## config.mk

```make
export PLATFORM = sky130hd
export DESIGN_NAME = tlb_lru_page_translator_core
export DESIGN_NICKNAME = d
export VERILOG_FILES = /design/src/design/tlbpt_pkg.sv /design/src/design/tlb_lru_page_translator_core.sv
export SDC_FILE = /design/constraint.sdc
export NUM_CORES = 2
export LEC_CHECK = 0
export ABC_AREA = 1
export BUFFER_PORTS_ARGS = -buffer_cell sky130_fd_sc_hd__buf_4
export CAP_MARGIN = 20
export CELL_PAD_IN_SITES_DETAIL_PLACEMENT = 1
export CELL_PAD_IN_SITES_GLOBAL_PLACEMENT = 1
export CORE_MARGIN = 8
export CORE_UTILIZATION = 47
export DETAILED_ROUTE_END_ITERATION = 6
export PLACE_DENSITY_LB_ADDON = 0.12
export REMOVE_ABC_BUFFERS = 1
export SETUP_SLACK_MARGIN = 0.02
export SLEW_MARGIN = 25
export SYNTH_ARGS = -nofsm -noshare
export SYNTH_HDL_FRONTEND = slang
export SYNTH_SLANG_ARGS = --single-unit
export TNS_END_PERCENT = 100
```

## constraint.sdc

```tcl
create_clock -name clk_i -period 8.5 [get_ports clk_i]
set_clock_uncertainty 0.1 [all_clocks]
set_input_delay 1.275 -clock clk_i [delete_from_list [all_inputs] [get_ports clk_i]]
set_output_delay 1.275 -clock clk_i [all_outputs]
set_load 0.1 [all_outputs]
```

## src/design/tlbpt_pkg.sv

```systemverilog
`timescale 1ns / 1ps
// ----------------------------------------------------------------------------
// TLB page translator package
// Default sizes and fixed field widths of the LRU TLB page translator.
// ----------------------------------------------------------------------------
package tlbpt_pkg;

  // Fixed widths of the address fields.
  localparam int VA_W = 16;
  localparam int PA_W = 16;

  // Default configuration.
  localparam int TLB_ENTRIES_DEF = 16;
  localparam int OFFSET_BITS_DEF = 8;
  localparam int PAGE_COUNT_DEF  = 256;

endpackage

```

## src/design/tlb_lru_page_translator_core.sv

```systemverilog
`timescale 1ns / 1ps
// Flow: an accepted address passes the page number reduction steps (0 at the defaults), a
//   search over the TLB ring, a page table fill on a miss only, and the output register.
// Only one address is in flight: a new one is accepted once the last result has moved into
//   the output register. The single comparator visits the TLB ring one slot per cycle.
// Reset: after rst_ni rises the page table is cleared one entry a cycle, all PAGE_COUNT entries,
//   during which no address is accepted.
// ----------------------------------------------------------------------------
// LRU TLB page translator
// Fully associative TLB kept as a rotating ring in recency order, searched by
// one comparator, backed by a demand-filled page table memory.
// ----------------------------------------------------------------------------
module tlb_lru_page_translator_core #(
  parameter int TLB_ENTRIES = tlbpt_pkg::TLB_ENTRIES_DEF,
  parameter int OFFSET_BITS = tlbpt_pkg::OFFSET_BITS_DEF,
  parameter int PAGE_COUNT  = tlbpt_pkg::PAGE_COUNT_DEF
) (
  input  logic                       clk_i,
  input  logic                       rst_ni,
  input  logic                       in_valid_i,
  output logic                       in_ready_o,
  input  logic [tlbpt_pkg::VA_W-1:0] virtual_address_i,
  output logic                       out_valid_o,
  input  logic                       out_ready_i,
  output logic [tlbpt_pkg::PA_W-1:0] physical_address_o,
  output logic                       tlb_hit_o,
  output logic                       page_fault_o
);
  import tlbpt_pkg::*;

  localparam int PG_W      = $clog2(PAGE_COUNT);
  localparam int NFF_W     = $clog2(PAGE_COUNT + 1);
  localparam int VPN_W     = (VA_W - OFFSET_BITS > 0) ? (VA_W - OFFSET_BITS) : 1;
  localparam int RED_STEPS = $clog2(((2 ** VPN_W) + PAGE_COUNT - 1) / PAGE_COUNT);
  localparam int RC_W      = (RED_STEPS > 1) ? $clog2(RED_STEPS) : 1;
  localparam int CMP_W     = VPN_W + PG_W;
  localparam int IDX_W     = (TLB_ENTRIES > 1) ? $clog2(TLB_ENTRIES) : 1;
  localparam int PAF_W     = PG_W + OFFSET_BITS;

  localparam logic [2:0] S_CLEAR  = 3'd0;
  localparam logic [2:0] S_IDLE   = 3'd1;
  localparam logic [2:0] S_REDUCE = 3'd2;
  localparam logic [2:0] S_SEARCH = 3'd3;
  localparam logic [2:0] S_FILL   = 3'd4;
  localparam logic [2:0] S_DONE   = 3'd5;

  typedef struct packed {
    logic [PG_W-1:0] page;
    logic [PG_W-1:0] frame;
  } tlb_entry_t;

  typedef struct packed {
    logic            valid;
    logic [PG_W-1:0] frame;
  } pte_t;

  // Control state.
  logic [2:0]             state_q, state_d;
  logic [PG_W-1:0]        clr_q, clr_d;
  logic [RC_W-1:0]        red_cnt_q, red_cnt_d;
  logic [IDX_W-1:0]       s_cnt_q, s_cnt_d;
  logic [NFF_W-1:0]       nff_q, nff_d;
  logic                   out_valid_q, out_valid_d;
  logic [TLB_ENTRIES-1:0] tlb_vld_q, tlb_vld_nxt;

  // Item payload.
  logic [VPN_W-1:0]       pg_q, pg_d;
  logic [OFFSET_BITS-1:0] off_q, off_d;
  logic [PG_W-1:0]        fr_q, fr_d;
  logic                   hit_q, hit_d;
  logic                   fault_q, fault_d;
  logic [PA_W-1:0]        pa_q, pa_d;
  logic                   out_hit_q, out_hit_d;
  logic                   out_fault_q, out_fault_d;

  // TLB ring, slot 0 least recent.
  tlb_entry_t             tlb_q   [TLB_ENTRIES];
  tlb_entry_t             tlb_nxt [TLB_ENTRIES];
  logic                   tlb_mv, tlb_hold, tlb_ins;
  tlb_entry_t             ins_entry;

  // Page table memory.
  pte_t                   pt_mem [PAGE_COUNT];
  pte_t                   pt_rdata_q;
  logic                   pt_we;
  logic [PG_W-1:0]        pt_waddr;
  pte_t                   pt_wdata;

  logic [VA_W-1:0]        va_shifted;
  logic [PG_W-1:0]        pg_idx;
  logic [CMP_W-1:0]       pg_ext, sub_val;
  logic                   match;
  logic [PAF_W-1:0]       pa_full;

  assign va_shifted = virtual_address_i >> OFFSET_BITS;
  assign pg_idx     = PG_W'(pg_q);
  assign pg_ext     = CMP_W'(pg_q);
  assign sub_val    = CMP_W'(PAGE_COUNT) << red_cnt_q;
  assign match      = tlb_vld_q[0] && (tlb_q[0].page == pg_idx) && !hit_q;
  assign pa_full    = {fr_q, off_q};

  assign in_ready_o         = (state_q == S_IDLE);
  assign out_valid_o        = out_valid_q;
  assign physical_address_o = pa_q;
  assign tlb_hit_o          = out_hit_q;
  assign page_fault_o       = out_fault_q;

  // Ring movement: a plain step rotates slot 0 to the top. Once the hit entry
  // has reached the top it stays there while the lower slots finish rotating,
  // which leaves the hit entry most recent and the rest in their old order.
  for (genvar k = 0; k < TLB_ENTRIES; k++) begin : g_slot
    if (k == TLB_ENTRIES - 1) begin : g_top
      assign tlb_nxt[k]     = tlb_ins ? ins_entry : (tlb_hold ? tlb_q[k] : tlb_q[0]);
      assign tlb_vld_nxt[k] = tlb_ins ? 1'b1 : (tlb_hold ? tlb_vld_q[k] : tlb_vld_q[0]);
    end else if (k == TLB_ENTRIES - 2) begin : g_below
      assign tlb_nxt[k]     = tlb_hold ? tlb_q[0] : tlb_q[k+1];
      assign tlb_vld_nxt[k] = tlb_hold ? tlb_vld_q[0] : tlb_vld_q[k+1];
    end else begin : g_low
      assign tlb_nxt[k]     = tlb_q[k+1];
      assign tlb_vld_nxt[k] = tlb_vld_q[k+1];
    end
  end

  always_comb begin
    state_d     = state_q;
    clr_d       = clr_q;
    red_cnt_d   = red_cnt_q;
    s_cnt_d     = s_cnt_q;
    nff_d       = nff_q;
    out_valid_d = out_valid_q & ~out_ready_i;
    pg_d        = pg_q;
    off_d       = off_q;
    fr_d        = fr_q;
    hit_d       = hit_q;
    fault_d     = fault_q;
    pa_d        = pa_q;
    out_hit_d   = out_hit_q;
    out_fault_d = out_fault_q;
    tlb_mv      = 1'b0;
    tlb_hold    = 1'b0;
    tlb_ins     = 1'b0;
    ins_entry   = '{page: pg_idx, frame: fr_q};
    pt_we       = 1'b0;
    pt_waddr    = pg_idx;
    pt_wdata    = '{valid: 1'b1, frame: nff_q[PG_W-1:0]};

    case (state_q)
      S_CLEAR: begin
        pt_we    = 1'b1;
        pt_waddr = clr_q;
        pt_wdata = '0;
        if (clr_q == PG_W'(PAGE_COUNT - 1)) begin
          state_d = S_IDLE;
        end else begin
          clr_d = clr_q + 1'b1;
        end
      end
      S_IDLE: begin
        if (in_valid_i) begin
          off_d   = virtual_address_i[OFFSET_BITS-1:0];
          pg_d    = VPN_W'(va_shifted);
          hit_d   = 1'b0;
          fault_d = 1'b0;
          s_cnt_d = '0;
          if (RED_STEPS > 0) begin
            red_cnt_d = RC_W'(RED_STEPS - 1);
            state_d   = S_REDUCE;
          end else begin
            state_d = S_SEARCH;
          end
        end
      end
      S_REDUCE: begin
        // Restoring reduction of the page number modulo the table size.
        if (pg_ext >= sub_val) begin
          pg_d = VPN_W'(pg_ext - sub_val);
        end
        if (red_cnt_q == '0) begin
          state_d = S_SEARCH;
        end else begin
          red_cnt_d = red_cnt_q - 1'b1;
        end
      end
      S_SEARCH: begin
        tlb_mv   = 1'b1;
        tlb_hold = hit_q;
        if (match) begin
          hit_d = 1'b1;
          fr_d  = tlb_q[0].frame;
        end
        if (s_cnt_q == IDX_W'(TLB_ENTRIES - 1)) begin
          state_d = (hit_q || match) ? S_DONE : S_FILL;
        end else begin
          s_cnt_d = s_cnt_q + 1'b1;
        end
      end
      S_FILL: begin
        tlb_mv  = 1'b1;
        tlb_ins = 1'b1;
        if (pt_rdata_q.valid) begin
          fr_d = pt_rdata_q.frame;
        end else begin
          fr_d    = nff_q[PG_W-1:0];
          fault_d = 1'b1;
          pt_we   = 1'b1;
          nff_d   = nff_q + 1'b1;
        end
        ins_entry = '{page: pg_idx, frame: fr_d};
        state_d   = S_DONE;
      end
      S_DONE: begin
        if (!out_valid_q || out_ready_i) begin
          pa_d        = PA_W'(pa_full);
          out_hit_d   = hit_q;
          out_fault_d = fault_q;
          out_valid_d = 1'b1;
          state_d     = S_IDLE;
        end
      end
      default: begin
        state_d = S_IDLE;
      end
    endcase
  end

  always_ff @(posedge clk_i or negedge rst_ni) begin
    if (!rst_ni) begin
      state_q     <= S_CLEAR;
      clr_q       <= '0;
      red_cnt_q   <= '0;
      s_cnt_q     <= '0;
      nff_q       <= '0;
      out_valid_q <= 1'b0;
      tlb_vld_q   <= '0;
    end else begin
      state_q     <= state_d;
      clr_q       <= clr_d;
      red_cnt_q   <= red_cnt_d;
      s_cnt_q     <= s_cnt_d;
      nff_q       <= nff_d;
      out_valid_q <= out_valid_d;
      if (tlb_mv) begin
        tlb_vld_q <= tlb_vld_nxt;
      end
    end
  end

  always_ff @(posedge clk_i) begin
    pg_q        <= pg_d;
    off_q       <= off_d;
    fr_q        <= fr_d;
    hit_q       <= hit_d;
    fault_q     <= fault_d;
    pa_q        <= pa_d;
    out_hit_q   <= out_hit_d;
    out_fault_q <= out_fault_d;
    if (tlb_mv) begin
      tlb_q <= tlb_nxt;
    end
  end

  // The read address follows the current page, so the entry is ready by the
  // time the search over the ring has finished.
  always_ff @(posedge clk_i) begin
    if (pt_we) begin
      pt_mem[pt_waddr] <= pt_wdata;
    end
    pt_rdata_q <= pt_mem[pg_idx];
  end

`ifndef NO_ASSERTIONS
  a_ready_drops: assert property (@(posedge clk_i) disable iff (!rst_ni)
    in_valid_i && in_ready_o |=> !in_ready_o)
    else $error("ready stayed high after an accepted beat");

  a_hit_no_fault: assert property (@(posedge clk_i) disable iff (!rst_ni)
    out_valid_o && tlb_hit_o |-> !page_fault_o)
    else $error("result flags both a TLB hit and a page fault");

  a_fault_count: assert property (@(posedge clk_i) disable iff (!rst_ni)
    state_q == S_FILL && !pt_rdata_q.valid |=> nff_q == $past(nff_q) + 1'b1)
    else $error("free frame counter did not advance on a page fault");

  a_frame_bound: assert property (@(posedge clk_i) disable iff (!rst_ni)
    nff_q <= NFF_W'(PAGE_COUNT))
    else $error("free frame counter ran past the page count");

  a_fill_top: assert property (@(posedge clk_i) disable iff (!rst_ni)
    state_q == S_FILL |=> tlb_vld_q[TLB_ENTRIES-1])
    else $error("most recent TLB slot invalid after a fill");

  a_valid_grow: assert property (@(posedge clk_i) disable iff (!rst_ni)
    $countones(tlb_vld_q) >= $countones($past(tlb_vld_q)))
    else $error("number of valid TLB entries decreased");
`endif

endmodule
```

==> metrics.md <==
| Metric | Value |
|---|---|
| Die X | 488.3 um |
| IO Count | 40 |
| Share of cells above drive strength 1 | 0.06654 |
| Max Freq | 199.7 MHz |
| Yosys reg bits | 2,653 |
| Critical path arrival | 5.46 ns |
| Syn avg cell area | 12.34 sq um |
| Vias per std cell | 5.785 |
| Status | finished clean |
| Die height | 488.3 um |
| Reg clk slew, reported paths | 0.06 ns |
| Unrepaired setup endpoints after global routing | false |
| Peak VDD IR | 0.2905 mV |
| Initial antenna violation count | 8 |
| Worst r2r path cells | 9 |
| Clock latency on the worst-skew pair | 0.96 ns |
| Period utilisation layout | 0.5893 |
| Sequential-to-total area share from yosys stat | 0.7571 |
| Worst path bufs/invs | 3 |
| Setup TNS | 0 ns |
| Ys Warns | 0 |
| # DRC | 0 |
| Hold_buf cts | 0 |
| Hold Path Class | in2async |
| Commonest cells after routing, fill and taps aside | edfxtp_1 (2,604), nand2_1 (2,474), nand3_1 (2,278) |
| Worst slew margin | 0.2372 |
| Cell variety after synth | 40 |
| Final hold vios | 0 |
| Max Cap Viol | 0 |
| 1st-pass router iterations | 6 |
| Critical Path Fanout Max | 67 |
| CTS root buf | clkbuf_16 |
| Power density over the cells | 320.5 nW/um^2 |
| All-Layer GR Usage | 0.2559 |
| DP HPWL | 175,000 um |
| DR iter-0 viols | 6,504 |
| Leak | 42.04 nW |
| Worst slew pin tran | 1.140 ns |
| Commonest non-fill, non-tap cell in the layout | edfxtp_1 |
| Post-Syn Area | 104,800 sq um |
| Startpoint types | register |
| Slew Viols, Final | 0 |
| Setup Buffers After CTS | 0 |
| Core area | 222,100 sq um |
| Overflow after GRT | 0 |
| GR Util met1 | 0.3588 |
| Initial Util | 0.4721 |
| Avg WL per Cell | 26.77 um |
| GPL Wtd Cong | 0.8509 |
| DP Area | 107,600 sq um |
| Gr busiest metal | met2 |
| Critical path type | reg2reg |
| FP Rows | 173 |
| TritonCTS Sinks | 2,653 |
| Total number of vias | 66,870 |
| Crit Reg-Reg Endpoint | pt_mem[147][4] |
| Routed Antenna Nets | 0 |
| Max clock buf depth | 4 |
| Worst-path cell chain | inv_2 > nand2_8 > buf_4 > nand2_1 > o21ai_2 > inv_2 > nor2_1 > nand2_1 > nor2_1 |
| Vias in the first global route | 68,870 |
| Max H-tree Level | 5 |
| TritonCTS clock tree | built |
| Post-CTS Resized | 0 |
| R2R Setup Slk | 3.49 ns |
| Critical Path End Type | register |
| Worst path top cell family by delay | simple AND/OR/NAND/NOR gates |
| Min Tclk post-route | 5.009 ns |
| Die area | 238,400 sq um |
| Cts bufs inserted | 296 |
| CP required | 8.95 ns |
| Routed WL | 309,500 um |
| Setup-failing EPs final | 0 |
| CP peak stage delay | 0.93 ns |
| Synth-to-layout area growth | 11.26% |
| R2r startpoint | state_q[2] |
| Nets | 8,399 |
| Largest net degree at the start of global routing | 190 |
| First-pass GRT wire length | 456,800 um |
| I/O Buffers | 39 |
| Met2 Resource Use GR | 0.4124 |
| Slowest cell on crit path | nor2_1 |
| Finished Cell Area | 116,600 sq um |
| Global routing usage on met3 | 0.04068 |
| Syn Inst Count | 8,494 |
==> area by class of cell <==
cell class / count / area, sq um
clock inverters: 128 / 1070
flip-flops and latches: 2653 / 79380
clock buffers: 375 / 7944
diodes: 4 / 10.01
well taps: 2975 / 3722
fillers: 22340 / 105400
multi-input cells: 5190 / 22810
inverters: 98 / 397.9
repair buffers: 137 / 1319
==> report_power, final <==
group | switching (mW) | leakage, nW | internal [mW]
Clock | 5.04 | 4.39 | 7.09
Sequential | 0.348 | 27.5 | 15.8
Combinational | 7.15 | 10.2 | 1.95
Total | 12.5 | 42.0 | 24.8
==> registers in the layout, summed over array words and instances (netlist names), 9 cells and up <==
register / flops
pt_rdata_q: 9
pt_mem: 2304
tlb_nxt: 224
tlb_q: 32
physical_address_o: 16
tlb_vld_q: 16
==> routing by layer <==
layer / routed length, um / share of wire / vias to the layer above
li1: - / - / 29990
met1: 133500 / 0.43 / 34220
met2: 145400 / 0.47 / 2148
met3: 19690 / 0.064 / 516
met4: 10840 / 0.035 / 0
met5: 0 / 0 / -
==> synthesized netlist by cell type <==
cell | instances | share of area
ha_1 | 3 | 0.00036
nor2_2 | 4 | 0.00024
nor2_1 | 312 | 0.011
xnor2_1 | 3 | 0.00025
o211ai_1 | 4 | 0.00029
nor3_2 | 3 | 0.00029
a21oi_1 | 6 | 0.00029
o221ai_1 | 6 | 0.00050
nand4_1 | 2 | 0.00012
buf_1 | 56 | 0.0020
dfrtp_1 | 40 | 0.0095
edfxtp_1 | 2604 | 0.75
a31oi_1 | 1 | 0.000060
clkinv_2 | 1 | 0.000048
xor2_1 | 13 | 0.0011
o21bai_1 | 1 | 0.000072
buf_6 | 1 | 0.00011
o22ai_1 | 3 | 0.00018
o21ai_2 | 2 | 0.00017
nand2_1 | 2490 | 0.089
o2111ai_1 | 1 | 0.000084
inv_2 | 7 | 0.00025
a21o_1 | 1 | 0.000072
nor4_1 | 1 | 0.000060
nor2_4 | 2 | 0.00021
clkbuf_1 | 221 | 0.0079
inv_1 | 90 | 0.0032
buf_4 | 1 | 0.000072
nand3_1 | 2278 | 0.11
o21ai_1 | 2 | 0.000095
or2_1 | 1 | 0.000060
mux2_2 | 1 | 0.00011
o21ai_0 | 39 | 0.0019
dfxtp_1 | 9 | 0.0017
nand2_4 | 1 | 0.00011
a21oi_2 | 2 | 0.00017
nand3_2 | 1 | 0.000095
or3_1 | 1 | 0.000060
buf_2 | 274 | 0.013
nor3_1 | 6 | 0.00029
==> cell families (layout without fill, tap and decap cells) <==
kind of cell	Yosys count	count (layout)	synth area share
buffers and inverters	651	738	0.02670
muxes	1	1	0.0001074
xor gates and xnor gates	16	16	0.001337
AOI/OAI and AO/OA	68	68	0.003831
and+or+nand+nor	5102	5102	0.2106
other	0	4	0
DFF	2653	2653	0.7571
adders and majority gates	3	3	0.0003581
==> how the worst max path moves through the flow <==
stage	slack, ns	to	depth (start not counted)	from
final	3.49	pt_mem[147][4]	9	state_q[2]
after global routing	3.35	pt_mem[147][7]	9	state_q[1]
after CTS	3.48	pt_mem[97][5]	9	state_q[2]
after detailed placement	3.59	pt_mem[96][0]	9	state_q[2]
after global placement	3.57	pt_mem[151][7]	9	state_q[2]
after floorplan	-91.44	pt_mem[107][0]	8	pg_idx[0]
==> per-stage QoR <==
step | cells | setup slack [ns] | power, mW | hold slack, ns | util
6_report | 11560 | 3.491 | 37.38 | 0.2452 | 0.5252
3_5_place_dp | 11050 | 3.592 | 25.46 | 0.3051 | 0.4844
4_1_cts | 11550 | 3.485 | 37.60 | 0.2027 | 0.5249
5_1_grt | 11560 | 3.352 | 38.77 | 0.2320 | 0.5252
3_3_place_gp | 11050 | 3.566 | 25.29 | 0.3003 | 0.4843
2_1_floorplan | 7941 | -91.44 | 22.29 | 0.3003 | -
No activity file was read; power rests on OpenSTA's default activity.
